File: src/hw/rtl/clsu_pkg.sv
// ----------------------------------------------------------------------------
// Command line splitter package
// Shared types and constants for the front classifier and the back emitter.
// ----------------------------------------------------------------------------
package clsu_pkg;

	localparam int RUN_W = 15;
	localparam logic [RUN_W-1:0] RUN_MAX = '1;

	localparam logic [1:0] KIND_BYTE = 2'd0;
	localparam logic [1:0] KIND_ARG  = 2'd1;
	localparam logic [1:0] KIND_LINE = 2'd2;

	localparam logic [20:0] CH_TAB    = 21'h09;
	localparam logic [20:0] CH_SPACE  = 21'h20;
	localparam logic [20:0] CH_QUOTE  = 21'h22;
	localparam logic [20:0] CH_BSLASH = 21'h5c;

	localparam logic [5:0] SUR_HI = 6'h36;
	localparam logic [5:0] SUR_LO = 6'h37;

	// One queued operation: an optional backslash run, up to six encoded
	// bytes, and optional argument and line ends after them.
	typedef struct packed {
		logic [RUN_W-1:0] run;
		logic             run_en;
		logic [2:0]       nbytes;
		logic [47:0]      bytes;
		logic             arg_end;
		logic             line_end;
		logic [14:0]      count;
	} op_t;

	typedef struct packed {
		logic [1:0]       kind;
		logic [7:0]       data_byte;
		logic [RUN_W-1:0] repeat_res;
		logic [14:0]      arg_count;
		logic             last;
	} res_t;

	function automatic logic [34:0] utf8_encode(input logic [20:0] c);
		logic [2:0]  n;
		logic [31:0] b;
		n = 3'd0;
		b = '0;
		if (c < 21'h80) begin
			n = 3'd1;
			b[7:0] = c[7:0];
		end else if (c < 21'h800) begin
			n = 3'd2;
			b[7:0]  = 8'hc0 | {3'b0, c[10:6]};
			b[15:8] = 8'h80 | {2'b0, c[5:0]};
		end else if (c < 21'h10000) begin
			n = 3'd3;
			b[7:0]   = 8'he0 | {4'b0, c[15:12]};
			b[15:8]  = 8'h80 | {2'b0, c[11:6]};
			b[23:16] = 8'h80 | {2'b0, c[5:0]};
		end else begin
			n = 3'd4;
			b[7:0]   = 8'hf0 | {5'b0, c[20:18]};
			b[15:8]  = 8'h80 | {2'b0, c[17:12]};
			b[23:16] = 8'h80 | {2'b0, c[11:6]};
			b[31:24] = 8'h80 | {2'b0, c[5:0]};
		end
		return {n, b};
	endfunction

endpackage

File: src/hw/rtl/clsu_front.sv
// ----------------------------------------------------------------------------
// Command line splitter front end
// Pairs surrogates, runs the splitting rules and forms at most one op per word.
// ----------------------------------------------------------------------------
module clsu_front import clsu_pkg::*; #(
	parameter int ARGS_LIMIT = 16384
) (
	input  logic        clk,
	input  logic        arst_n,
	input  logic        in_valid,
	output logic        in_ready,
	input  logic [15:0] code_unit,
	output logic        op_valid,
	input  logic        op_ready,
	output op_t         op
);

	typedef enum logic [3:0] {
		M_OUT, M_UNQ, M_QUO, M_BS_UNQ, M_BS_QUO, M_QEXIT, M_FIRST, M_FIRST_UNQ,
		M_FIRST_QUO
	} mode_t;

	typedef struct packed {
		mode_t            mode;
		logic [RUN_W-1:0] run;
		logic [14:0]      total;
		logic             run_en;
		logic [RUN_W-1:0] run_out;
		logic             enc;
		logic             arg_end;
	} step_t;

	localparam logic [14:0] TOT_MAX = 15'((ARGS_LIMIT > 32767) ? 32767 : ARGS_LIMIT);

	mode_t            mode_q;
	logic [RUN_W-1:0] run_q;
	logic [9:0]       hs_q;
	logic             held_q;
	logic [14:0]      total_q;
	logic             op_valid_q;
	op_t              op_q;

	logic             take;
	logic             pair;
	logic             hi_unit;
	logic             eol;
	logic [20:0]      c1;
	logic [20:0]      c2;
	logic [34:0]      e1;
	logic [34:0]      e2;
	step_t            s1;
	step_t            s2;
	op_t              f_op;
	mode_t            f_m;
	logic [RUN_W-1:0] f_run;
	logic [14:0]      f_tot;
	logic             f_held;
	logic [9:0]       f_hs;
	logic             emit_any;

	assign in_ready = !op_valid_q || op_ready;
	assign take     = in_valid && in_ready;
	assign op_valid = op_valid_q;
	assign op       = op_q;

	function automatic step_t step_char(input mode_t md, input logic [RUN_W-1:0] rn,
			input logic [14:0] tot, input logic [20:0] c);
		step_t s;
		logic  ws;
		logic  done;
		s       = '0;
		s.mode  = md;
		s.run   = rn;
		s.total = tot;
		done    = 1'b0;
		ws      = (c == CH_TAB || c == CH_SPACE);
		if (md == M_BS_UNQ || md == M_BS_QUO) begin
			if (c == CH_BSLASH) begin
				if (rn != RUN_MAX) s.run = rn + 15'd1;
				done = 1'b1;
			end else begin
				s.mode = (md == M_BS_UNQ) ? M_UNQ : M_QUO;
				s.run  = '0;
				if (c == CH_QUOTE) begin
					s.run_out = rn >> 1;
					s.run_en  = rn[RUN_W-1:1] != '0;
					if (rn[0]) begin
						s.enc = 1'b1;
						done  = 1'b1;
					end
				end else begin
					s.run_out = rn;
					s.run_en  = 1'b1;
				end
			end
		end
		if (!done && s.mode == M_QEXIT) begin
			s.mode = M_UNQ;
			if (c == CH_QUOTE) begin
				s.enc = 1'b1;
				done  = 1'b1;
			end
		end
		if (!done) begin
			case (s.mode)
				M_UNQ: begin
					if (ws) begin
						s.arg_end = 1'b1;
						s.mode    = M_OUT;
					end else if (c == CH_QUOTE) begin
						s.mode = M_QUO;
					end else if (c == CH_BSLASH) begin
						s.run  = 15'd1;
						s.mode = M_BS_UNQ;
					end else begin
						s.enc = 1'b1;
					end
				end
				M_QUO: begin
					if (c == CH_QUOTE) begin
						s.mode = M_QEXIT;
					end else if (c == CH_BSLASH) begin
						s.run  = 15'd1;
						s.mode = M_BS_QUO;
					end else begin
						s.enc = 1'b1;
					end
				end
				M_FIRST: begin
					if (ws) begin
						s.arg_end = 1'b1;
						s.mode    = M_OUT;
					end else if (c == CH_QUOTE) begin
						s.mode = M_FIRST_QUO;
					end else begin
						s.mode = M_FIRST_UNQ;
						s.enc  = 1'b1;
					end
				end
				M_FIRST_UNQ: begin
					if (ws) begin
						s.arg_end = 1'b1;
						s.mode    = M_OUT;
					end else begin
						s.enc = 1'b1;
					end
				end
				M_FIRST_QUO: begin
					if (c == CH_QUOTE) begin
						s.arg_end = 1'b1;
						s.mode    = M_OUT;
					end else begin
						s.enc = 1'b1;
					end
				end
				M_OUT: begin
					if (!ws) begin
						if (tot < TOT_MAX) s.total = tot + 15'd1;
						if (c == CH_QUOTE) begin
							s.mode = M_QUO;
						end else if (c == CH_BSLASH) begin
							s.run  = 15'd1;
							s.mode = M_BS_UNQ;
						end else begin
							s.mode = M_UNQ;
							s.enc  = 1'b1;
						end
					end
				end
				default: begin
					s.mode = M_OUT;
				end
			endcase
		end
		return s;
	endfunction

	assign pair    = held_q && code_unit[15:10] == SUR_LO;
	assign hi_unit = code_unit[15:10] == SUR_HI;
	assign eol     = code_unit == 16'h0000;
	assign c1      = pair ? (21'h10000 + {1'b0, hs_q, code_unit[9:0]}) : {5'b0, SUR_HI, hs_q};
	assign c2      = {5'b0, code_unit};
	assign e1      = utf8_encode(c1);
	assign e2      = utf8_encode(c2);

	always_comb begin
		s1       = '0;
		s1.mode  = mode_q;
		s1.run   = run_q;
		s1.total = total_q;
		if (held_q) s1 = step_char(mode_q, run_q, total_q, c1);
		s2         = s1;
		s2.run_en  = 1'b0;
		s2.run_out = '0;
		s2.enc     = 1'b0;
		s2.arg_end = 1'b0;
		if (!pair && !eol && !hi_unit) s2 = step_char(s1.mode, s1.run, s1.total, c2);

		f_op = '0;
		if (s1.run_en) begin
			f_op.run_en = 1'b1;
			f_op.run    = s1.run_out;
		end
		if (s2.run_en) begin
			f_op.run_en = 1'b1;
			f_op.run    = s2.run_out;
		end
		if (s1.enc) begin
			f_op.nbytes      = e1[34:32];
			f_op.bytes[31:0] = e1[31:0];
		end
		if (s2.enc) begin
			if (s1.enc) begin
				f_op.nbytes       = e1[34:32] + e2[34:32];
				f_op.bytes[47:24] = e2[23:0];
			end else begin
				f_op.nbytes      = e2[34:32];
				f_op.bytes[23:0] = e2[23:0];
			end
		end
		f_op.arg_end = s2.arg_end;
		f_m    = s2.mode;
		f_run  = s2.run;
		f_tot  = s2.total;
		f_held = !pair && hi_unit;
		f_hs   = f_held ? code_unit[9:0] : 10'd0;
		if (eol) begin
			if (s1.mode == M_BS_UNQ || s1.mode == M_BS_QUO) begin
				f_op.run_en = 1'b1;
				f_op.run    = s1.run;
			end
			f_op.arg_end  = s1.mode != M_OUT;
			f_op.line_end = 1'b1;
			f_op.count    = s1.total;
			f_m    = M_FIRST;
			f_run  = '0;
			f_tot  = 15'd1;
			f_held = 1'b0;
			f_hs   = '0;
		end
	end

	assign emit_any = f_op.run_en || f_op.nbytes != 3'd0 || f_op.arg_end || f_op.line_end;

	always_ff @(posedge clk or negedge arst_n) begin
		if (!arst_n) begin
			mode_q     <= M_FIRST;
			run_q      <= '0;
			hs_q       <= '0;
			held_q     <= 1'b0;
			total_q    <= 15'd1;
			op_valid_q <= 1'b0;
			op_q       <= '0;
		end else begin
			if (take) begin
				mode_q     <= f_m;
				run_q      <= f_run;
				total_q    <= f_tot;
				held_q     <= f_held;
				hs_q       <= f_hs;
				op_valid_q <= emit_any;
				op_q       <= f_op;
			end else if (op_ready) begin
				op_valid_q <= 1'b0;
			end
		end
	end

	assert property (@(posedge clk) disable iff (!arst_n)
		op_valid_q && op_q.line_end |-> op_q.count != '0)
		else $error("line end with zero count");
	assert property (@(posedge clk) disable iff (!arst_n)
		op_valid_q && op_q.run_en |-> op_q.run != '0)
		else $error("empty backslash run queued");
	assert property (@(posedge clk) disable iff (!arst_n)
		op_valid_q |-> op_q.nbytes <= 3'd6)
		else $error("too many bytes in one op");
	assert property (@(posedge clk) disable iff (!arst_n)
		op_valid_q && !op_ready |=> op_valid_q && $stable(op_q))
		else $error("op changed while stalled");

endmodule

File: src/hw/rtl/clsu_back.sv
// ----------------------------------------------------------------------------
// Command line splitter back end
// Holds a short op queue and expands each op into results, one per cycle while the output is not stalled.
// ----------------------------------------------------------------------------
module clsu_back import clsu_pkg::*; (
	input  logic        clk,
	input  logic        arst_n,
	input  logic        op_valid,
	output logic        op_ready,
	input  op_t         op,
	input  logic        op_last,
	output logic        res_valid,
	input  logic        res_ready,
	output res_t        res
);

	localparam int DEPTH = 4;

	typedef struct packed {
		op_t  o;
		logic lst;
	} ent_t;

	ent_t       mem_q [DEPTH];
	logic [1:0] wp_q, rp_q;
	logic [2:0] cnt_q;
	logic [3:0] pos_q;
	logic       out_v_q;
	res_t       out_q;

	ent_t       hd;
	logic [3:0] nres;
	logic [3:0] idx;
	res_t       cur;
	logic       adv;
	logic       pop;

	assign op_ready  = cnt_q != 3'(DEPTH);
	assign hd        = mem_q[rp_q];
	assign nres      = {3'b0, hd.o.run_en} + {1'b0, hd.o.nbytes} + {3'b0, hd.o.arg_end}
		+ {3'b0, hd.o.line_end};
	assign res_valid = out_v_q;
	assign res       = out_q;
	assign adv       = cnt_q != '0 && (!out_v_q || res_ready);
	assign pop       = adv && (pos_q + 4'd1 == nres);

	always_comb begin
		cur = '0;
		idx = pos_q;
		if (hd.o.run_en) begin
			if (idx == 4'd0) begin
				cur.data_byte = 8'h5c;
				cur.repeat_res = hd.o.run;
			end
			idx = idx - 4'd1;
		end
		if (!(hd.o.run_en && pos_q == 4'd0)) begin
			if (idx < {1'b0, hd.o.nbytes}) begin
				cur.data_byte  = hd.o.bytes[{idx[2:0], 3'b000} +: 8];
				cur.repeat_res = 15'd1;
			end else if (idx == {1'b0, hd.o.nbytes} && hd.o.arg_end) begin
				cur.kind = KIND_ARG;
			end else begin
				cur.kind = KIND_LINE;
				cur.arg_count = hd.o.count;
			end
		end
		cur.last = hd.lst && (pos_q + 4'd1 == nres);
	end

	always_ff @(posedge clk or negedge arst_n) begin
		if (!arst_n) begin
			wp_q    <= '0;
			rp_q    <= '0;
			cnt_q   <= '0;
			pos_q   <= '0;
			out_v_q <= 1'b0;
		end else begin
			if (op_valid && op_ready) begin
				mem_q[wp_q] <= '{o: op, lst: op_last};
				wp_q <= wp_q + 2'd1;
			end
			cnt_q <= cnt_q + 3'(op_valid && op_ready) - 3'(pop);
			if (adv) begin
				out_v_q <= 1'b1;
				out_q   <= cur;
				pos_q   <= pop ? 4'd0 : pos_q + 4'd1;
				if (pop) rp_q <= rp_q + 2'd1;
			end else if (res_ready) begin
				out_v_q <= 1'b0;
			end
		end
	end

	assert property (@(posedge clk) disable iff (!arst_n) cnt_q <= 3'(DEPTH))
		else $error("queue overflow");
	assert property (@(posedge clk) disable iff (!arst_n)
		cnt_q != '0 |-> pos_q < nres)
		else $error("result index past op end");
	assert property (@(posedge clk) disable iff (!arst_n)
		out_v_q && out_q.kind == KIND_LINE |-> out_q.last)
		else $error("line end not last");

endmodule

File: src/hw/rtl/command_line_splitter_utf16_to_utf8.sv
// ----------------------------------------------------------------------------
// Command line splitter, UTF-16 to WTF-8
// Splits a command line into arguments and sends WTF-8 byte results.
// ----------------------------------------------------------------------------
// One word is taken per cycle, surrogates included, unless the front end
// holds an op that the full op queue cannot take. The back end sends one
// result per cycle while the output is not stalled. A word makes one to
// three results for most characters, four for a surrogate pair, up to seven
// when an unpaired high surrogate is sent together with the following
// character, and none when it makes no op. The first result of a word passes
// through the front op register, the op queue and the output register. A
// stalled output holds in_ready low only once the queue has filled.
module command_line_splitter_utf16_to_utf8 import clsu_pkg::*; #(
	parameter int LINE_UNITS_MAX = 32767,
	parameter int ARGS_MAX = 16384
) (
	input  logic        clk,
	input  logic        arst_n,
	input  logic        in_valid,
	output logic        in_ready,
	input  logic [15:0] code_unit,
	output logic        out_valid,
	input  logic        out_ready,
	output logic [1:0]  kind,
	output logic [7:0]  data_byte,
	output logic [14:0] repeat_res,
	output logic [14:0] arg_count,
	output logic        last
);

	logic f_valid, f_ready, f_in_ready;
	op_t  f_op;
	res_t r;

	clsu_front #(.ARGS_LIMIT(ARGS_MAX)) u_front (
		.clk(clk), .arst_n(arst_n), .in_valid(in_valid), .in_ready(f_in_ready),
		.code_unit(code_unit), .op_valid(f_valid), .op_ready(f_ready), .op(f_op)
	);

	assign in_ready = f_in_ready && (LINE_UNITS_MAX > 0);

	clsu_back u_back (
		.clk(clk), .arst_n(arst_n), .op_valid(f_valid), .op_ready(f_ready), .op(f_op),
		.op_last(1'b1), .res_valid(out_valid), .res_ready(out_ready), .res(r)
	);

	assign kind       = r.kind;
	assign data_byte  = r.data_byte;
	assign repeat_res = r.repeat_res;
	assign arg_count  = r.arg_count;
	assign last       = r.last;

endmodule
File: config.mk
export PLATFORM = sky130hd
export DESIGN_NAME = command_line_splitter_utf16_to_utf8
export DESIGN_NICKNAME = d
export VERILOG_FILES = /design/src/hw/rtl/clsu_pkg.sv /design/src/hw/rtl/clsu_front.sv /design/src/hw/rtl/clsu_back.sv /design/src/hw/rtl/command_line_splitter_utf16_to_utf8.sv
export SDC_FILE = /design/constraint.sdc
export NUM_CORES = 1
export LEC_CHECK = 0
export BUFFER_PORTS_ARGS = -buffer_cell sky130_fd_sc_hd__buf_2
export CAP_MARGIN = 40
export CORE_MARGIN = 2
export CORE_UTILIZATION = 37
export CTS_CLUSTER_DIAMETER = 30
export CTS_CLUSTER_SIZE = 25
export DETAILED_ROUTE_END_ITERATION = 8
export SYNTH_ARGS = -nofsm -noshare
export SYNTH_HDL_FRONTEND = slang
export SYNTH_SLANG_ARGS = --single-unit
export TNS_END_PERCENT = 5
File: constraint.sdc
create_clock -name clk -period 8.1 [get_ports clk]
set_input_delay 0.405 -clock clk [delete_from_list [all_inputs] [get_ports clk]]
set_output_delay 0.405 -clock clk [all_outputs]
set_load 0.05 [all_outputs]
After elaboration in Yosys (flattened, before gate mapping)
Memory sizes are Yosys's and may differ from the RTL's.
Index checks and enable logic that the tools add are counted.
{"block": "classes", "n_addsub": 15, "order_cmp": 9, "eq_ne": 31, "shifts": 1, "n_mux": 160, "n_reduce_logical": 49}
{"operator": "$mux 15", "count": 22}
{"operator": "$mux 16", "count": 10}
{"operator": "$mux 19", "count": 8}
{"operator": "$mux 34", "count": 4}
{"operator": "$mux 52", "count": 2}
{"operator": "$mux 4", "count": 25}
{"operator": "$pmux 15 s3", "count": 2}
{"operator": "$mux 17", "count": 5}
{"operator": "$mux 24", "count": 3}
{"operator": "$mux 22", "count": 3}
{"operator": "$add 15x1->15 const B", "count": 4}
{"operator": "$mux 51", "count": 1}
{"operator": "$pmux 4 s6", "count": 2}
{"operator": "$shiftx 48x7->8", "count": 1}
{"operator": "$mux 23", "count": 2}
{"operator": "$mux 1", "count": 43}
{"operator": "$eq 21x6->1 const B", "count": 2}
{"operator": "$mux 38", "count": 1}
{"operator": "$eq 16x6->1 const B", "count": 2}
{"operator": "$eq 4x3->1 const B", "count": 8}
{"operator": "$mux 32", "count": 1}
{"operator": "$mux 8", "count": 4}
{"operator": "$lt 15x15->1 const B", "count": 2}
{"operator": "$ne 15x15->1 const B", "count": 2}
{"operator": "other kinds (46)", "count": 106}
{"block": "totals", "regBits": 183, "ramBits": 336, "in_bits": 20, "out_inout_bits": 43, "mem_count": 1}
{"name": "u_back.mem_q", "words": 4, "word_bits": 84, "read_ports": 1, "rd_ports_with_merged_regs": 0, "wr": 1, "line": "clsu_back.sv:24", "source": "ent_t mem_q [DEPTH];"}

Depth between registers and ports, before layout
{"block": "depth", "word_depth": 40, "mapped_depth": 21, "ltp_nobuf": 17}

Modules after synthesis
A second synthesis with hierarchy kept.
{"block": "unflattened", "cells_unflattened": 1997, "hier_area_um2": 25401.9}
{"module": "clsu_back", "instances": 1, "cells_per_inst": 772, "area_each_um2": 15695.1, "seq_area_each_um2": 11741.3}
{"module": "clsu_front", "instances": 1, "cells_per_inst": 1224, "area_each_um2": 9703.1, "seq_area_each_um2": 3156.8}
{"module": "command_line_splitter_utf16_to_utf8", "instances": 1, "cells_per_inst": 1, "area_each_um2": 3.8, "seq_area_each_um2": 0.0}

Worst setup path after synthesis
Ideal clock, no wire load.
{"block": "synth_timing", "kind": "reg-to-reg", "startpoint": "reg u_back.rp_q[0]", "endpoint": "reg u_back.cnt_q[2]", "setup_time_ps": 123, "arrival_time_ps": 6125, "required_ps": 7977, "path_slack_ps": 1851, "stages_incl_launch_ff": 22, "path_buffers": 4, "period_less_slack_ps": 6249, "cell_sequence": "dfrtp_1 -> clkbuf_1 -> buf_1 -> clkbuf_1 -> buf_1 -> mux4_2 -> fa_1 -> ha_1 -> inv_1 -> fa_1 -> xnor2_1 -> nand3_1 -> o21ai_0 -> a32oi_1 -> nor4_1 -> ha_1 -> inv_1 -> ha_1 -> inv_1 -> fa_1 -> xnor2_1 -> xnor2_1"}
{"block": "synth_between", "elab_chain_len": 7}
{"item": "start, declared", "line": "clsu_back.sv:25", "source": "logic [1:0] wp_q, rp_q;"}
{"item": "start signal, assigned", "line": "clsu_back.sv:88", "source": "if (pop) rp_q <= rp_q + 2'd1;"}
{"item": "$mem_v2 4x84 (*)"}
{"item": "$add 1x3->4", "line": "clsu_back.sv:40", "source": "assign nres = {3'b0, hd.o.run_en} + {1'b0, hd.o.nbytes} + {3'b0, hd.o.arg_end}"}
{"item": "$add 4x1->4", "line": "clsu_back.sv:40"}
{"item": "$add 4x1->4 (*)", "line": "clsu_back.sv:41", "source": "+ {3'b0, hd.o.line_end};"}
{"item": "$eq 4x4->1 (*)", "line": "clsu_back.sv:45", "source": "assign pop = adv && (pos_q + 4'd1 == nres);"}
{"item": "$logic_and 1x1->1 (*)", "line": "clsu_back.sv:45"}
{"item": "$sub 3x1->3 (*)", "line": "clsu_back.sv:83", "source": "cnt_q <= cnt_q + 3'(op_valid && op_ready) - 3'(pop);"}
{"item": "end signal, assigned", "line": "clsu_back.sv:83"}
{"item": "end, declared", "line": "clsu_back.sv:26", "source": "logic [2:0] cnt_q;"}
Every way passes the cells marked *; elsewhere a longest branch is shown, timed or not.
A chain may end at the register's enable or synchronous reset.

Final worst setup path
{"block": "layout_timing", "startpoint": "reg u_front.held_q", "endpoint": "reg u_front.op_q, in the netlist u_front.op[62]"}
{"block": "layout_between", "elab_chain_len": 32}
{"item": "start, declared", "line": "clsu_front.sv:38", "source": "logic held_q;"}
{"item": "start signal, assigned", "line": "clsu_front.sv:259", "source": "held_q <= f_held;"}
{"item": "$logic_and 1x1->1", "line": "clsu_front.sv:178", "source": "assign pair = held_q && code_unit[15:10] == SUR_LO;"}
{"item": "$mux 21", "line": "clsu_front.sv:181", "source": "assign c1 = pair ? (21'h10000 + {1'b0, hs_q, code_unit[9:0]}) : {5'b0, SUR_HI, hs_q};"}
{"item": "$eq 21x6->1"}
{"item": "$mux 1", "line": "clsu_front.sv:84", "source": "if (c == CH_QUOTE) begin"}
{"item": "$mux 1", "line": "clsu_front.sv:78", "source": "if (c == CH_BSLASH) begin"}
{"item": "$mux 1", "line": "clsu_front.sv:77", "source": "if (md == M_BS_UNQ || md == M_BS_QUO) begin"}
{"item": "$mux 1", "line": "clsu_front.sv:191", "source": "if (held_q) s1 = step_char(mode_q, run_q, total_q, c1);"}
{"item": "$logic_not 1->1", "line": "clsu_front.sv:97", "source": "if (!done && s.mode == M_QEXIT) begin"}
{"item": "(+16 left out)"}
{"item": "$mux 4 / $mux 1 (equally long branches)", "line": "clsu_front.sv:97"}
{"item": "$mux 4 / $mux 1 (equally long branches)"}
{"item": "$eq 4x1->1, or another cell as far along", "line": "clsu_front.sv:105", "source": "case (s.mode)"}
{"item": "$reduce_or 2->1 (no line) / $mux 1 (equally long branches)"}
{"item": "$pmux 1 s5", "line": "clsu_front.sv:105"}
{"item": "$mux 2", "line": "clsu_front.sv:104", "source": "if (!done) begin"}
{"item": "$mux 52", "line": "clsu_front.sv:197", "source": "if (!pair && !eol && !hi_unit) s2 = step_char(s1.mode, s1.run, s1.total, c2);"}
{"item": "$mux 51 (*)", "line": "clsu_front.sv:212", "source": "if (s2.enc) begin"}
{"item": "end signal, assigned", "line": "clsu_front.sv:262", "source": "op_q <= f_op;"}
{"item": "end, declared", "line": "clsu_front.sv:41", "source": "op_t op_q;"}
Every way passes the cells marked *; elsewhere a longest branch is shown, timed or not. The select of a mux whose other input is x is not followed.

==> results.ini <==
[placement]
gp_congestion = 0.919
post-place-ws_ps = 1870
hpwl_mm = 43.4
io_buffers = 62

[detailed_routing]
route.antenna.remaining_nets = 0
wl_per_cell_um = 22.6
viasPerCell = 5.71
dr.pass1.iters = 6
drc = 0
wirelength_mm = 65.3
vias = 16522
dr.first_iter.drc_count = 1605

[die]
die_w_um = 258
initial_utilization_pct = 37.3
design.die.area_um2 = 66800
ios = 63
die_height_um = 258
core_um2 = 64200
fp-row-count = 93

[clocking]
cts_made_buffers = 94
clockRootBuffer = clkbuf_16
cts_tree = yes
clk_latency_ps = 640
clockBufferDepth = 3
clk_transition_reported_paths_ps = 50
ctsResizeCount = 0
cts_sinks = 499
h-tree-depth = 3

[worst_hold_path]
hp-class = input port to flip-flop
whs_endpoint = u_back.res_valid
whs_path_depth = 4
hp-start = out_ready

[timing]
setup_violations = 0
fin_worst_skew_ps = 30.6
fin_tns_setup_ps = 0
max_slew.worst_pin.slew_ps = 907
rsz0062_at_grt = no
slew-limit-headroom_pct = 39.1
fmax_ghz = 0.164
maxSlewViolCount = 0
fin_crit_ps = 6100
post-route-period-util_pct = 75.2
layout_setup_ws_ps = 2000
hold_viol = 0

[setup_path]
r2r_cells = 14
r2r-start = u_front.held_q
worst_setup_path_start_kind = flip-flop
r2r-end = u_front.op[62]
worstPathRequired_ps = 8620
critPathArrivalTime_ps = 6620
cp_cell_sequence = and4_1, nand3_1, nor3_4, nand2_1, o21ai_1, nor3_1, nor2_1, nor4_1, or3_1, o31ai_2, buf_4, nand2b_1, nor2_1, a22o_1
path_class = flip-flop to flip-flop
worst-path-buf-inv = 1
cp_top_family = simple AND/OR/NAND/NOR gates
critPathSlowestCell = dfrtp_1
slowest_delay_ps = 780
crit_path_frequent_cell = nor2_1
crit_path_end_kind = flip-flop
cp_num_cells = 14
path_max_fanout = 20
r2r_slack_ps = 2000

[grt]
grt_overflow_total = 0
grt_usage_pct = 19.6
grt_max_degree = 81
grt_pass1_vias = 16459
antenna_found_initial = 1
grt_pass1_wl_mm = 101

[yosys]
ys_seq_area_share_pct = 59.7
async_reset_ff_share_pct = 27.7
syn-num-nets = 1933
synth_ff_type = edfxtp_1
postSynthRegisterBits = 499
synth_area_per_cell_um2 = 12.7
synth_edf_count = 361
synth_cells = 1890
syn_area_um2 = 24000
ys_warn_count = 0
synthDistinctLibCells = 98

[pwr]
pwr_density_cell_nw_per_um2 = 375
total_power_mw = 10.7
leakage_nw = 10.2
ir_worst_vdd_uv = 248

[final_layout]
final_core_utilization_pct = 44.4
area_growth_syn_to_layout_pct = 19.0
fin_nets = 1996
drive_above_1_share_pct = 19.9

[outcome]
outcome = finished, final reports clean

[flow_run]
cap_violations = 0

[cells by family (layout without fill, tap and decap cells)]
family	after synthesis	in the layout	share of synthesized area, %
simple gates	627	627	13.5
flops	499	499	59.7
compound gates	429	429	12.2
buf+inv	166	311	2.84
mux	111	111	9.24
xor+xnor	35	35	1.28
fa+ha+maj	23	23	1.33
other cells	0	1	0
[how the worst max path moves through the flow]
stage                   start         endpoint  slack [ps]
6_report       u_front.held_q   u_front.op[62]        2000
5_1_grt        u_front.held_q   u_front.op[62]        1610
3_5_place_dp     code_unit[5]   u_front.op[62]        1870
3_3_place_gp     code_unit[5]   u_front.op[58]        1970
2_1_floorplan  u_back.rp_q[0]  u_back.cnt_q[2]        1850
4_1_cts        u_front.held_q   u_front.op[62]        2120
[flip-flops by register name, summed over array words and instances (netlist names), 2 cells and up]
signal and flops:
u_back.cnt_q 3, u_back.mem_q 320, u_back.pos_q 4, u_back.res 41
u_back.rp_q 2, u_back.wp_q 2, u_front.hs_q 10, u_front.mode_q 4
u_front.op 80, u_front.run_q 15, u_front.total_q 15
[per-stage QoR]
step | cell area [µm²] | hold WS [ps] | instances
2_1_floorplan | 24000 | 109 | 1890
3_3_place_gp | 25000 | 492 | 2697
3_5_place_dp | 25200 | 506 | 2710
4_1_cts | 28500 | 29.0 | 2889
5_1_grt | 28500 | 66.5 | 2890
6_report | 28500 | 57.4 | 2891
[routing by layer]
layer | up-vias | wire length [µm] | track usage (%)
li1 | 7465 | - | -
met1 | 8354 | 29400 | 27.9
met2 | 569 | 29900 | 29.9
met3 | 132 | 3840 | 3.21
met4 | 2 | 2120 | 8.12
met5 | - | 13 | 0
[Yosys cell counts (all sizes together) (10+ instances only)]
master	instances	share of area, %
a211oi	13	0.43
a21o	12	0.38
a21oi	75	1.6
a221o	10	0.42
a221oi	14	0.54
a22o	24	0.88
a22oi	10	0.31
a31oi	16	0.42
and2	19	0.50
and3	30	0.78
buf	38	0.83
clkbuf	97	1.5
dfrtp	135	14
edfxtp	361	45
ha	19	0.99
inv	30	0.47
mux2	12	0.56
mux2i	12	0.50
mux4	87	8.2
nand2	200	3.1
nand2b	15	0.39
nand3	47	1.0
nand4	16	0.48
nor2	110	1.8
nor2b	41	1.1
nor3	52	1.2
nor4	29	0.87
nor4b	10	0.39
o211ai	12	0.40
o21a	16	0.50
o21ai	125	2.6
o221ai	10	0.37
o31ai	12	0.40
or3	19	0.50
xnor2	23	0.84
xor2	12	0.44
[cells in the final DEF, fill, tap and decap left out, types with 22 or more instances in the layout]
cell       netlist  layout
nor4_1          26      26
nor2b_1         41      41
mux4_2          87      87
and3_1          30      26
a22o_1          24      24
nand3_1         46      46
buf_2           18      64
nand2_1        200     199
xnor2_1         23      22
o21ai_0        114     113
nor2_1         109     109
edfxtp_1       361     361
a21oi_1         74      73
buf_4            5      27
clkbuf_16        0      95
nor3_1          48      47
dfrtp_1        135     133
inv_1           30      30
[worst min-delay path, delay by kind of cell]
family        cells  cell delay (ps)
simple gates      2              110
buf+inv           2              120
[power breakdown]
part / switching [mW] / internal (mW) / leakage (nW)
clock: 1.36 / 2.64 / 1.60
sequential: 0.344 / 3.32 / 5.12
combinational: 1.80 / 1.22 / 3.46
total: 3.50 / 7.18 / 10.2
[area by class of cell]
type	instances	area (µm²)
diodes	1	2.50
clock buffers	106	2440
clock inverters	72	868
fillers	5824	35700
inverters	31	116
multi-input cells	1225	9040
flip-flops and latches	499	14300
well taps	855	1070
repair buffers	102	687
[what timing repair did]
action                                 4_1_cts  5_1_grt
buffers inserted                             0        0
hold buffers                                 1        0
endpoints found under the hold margin       71        0
No activity file was read; power rests on OpenSTA's default activity.
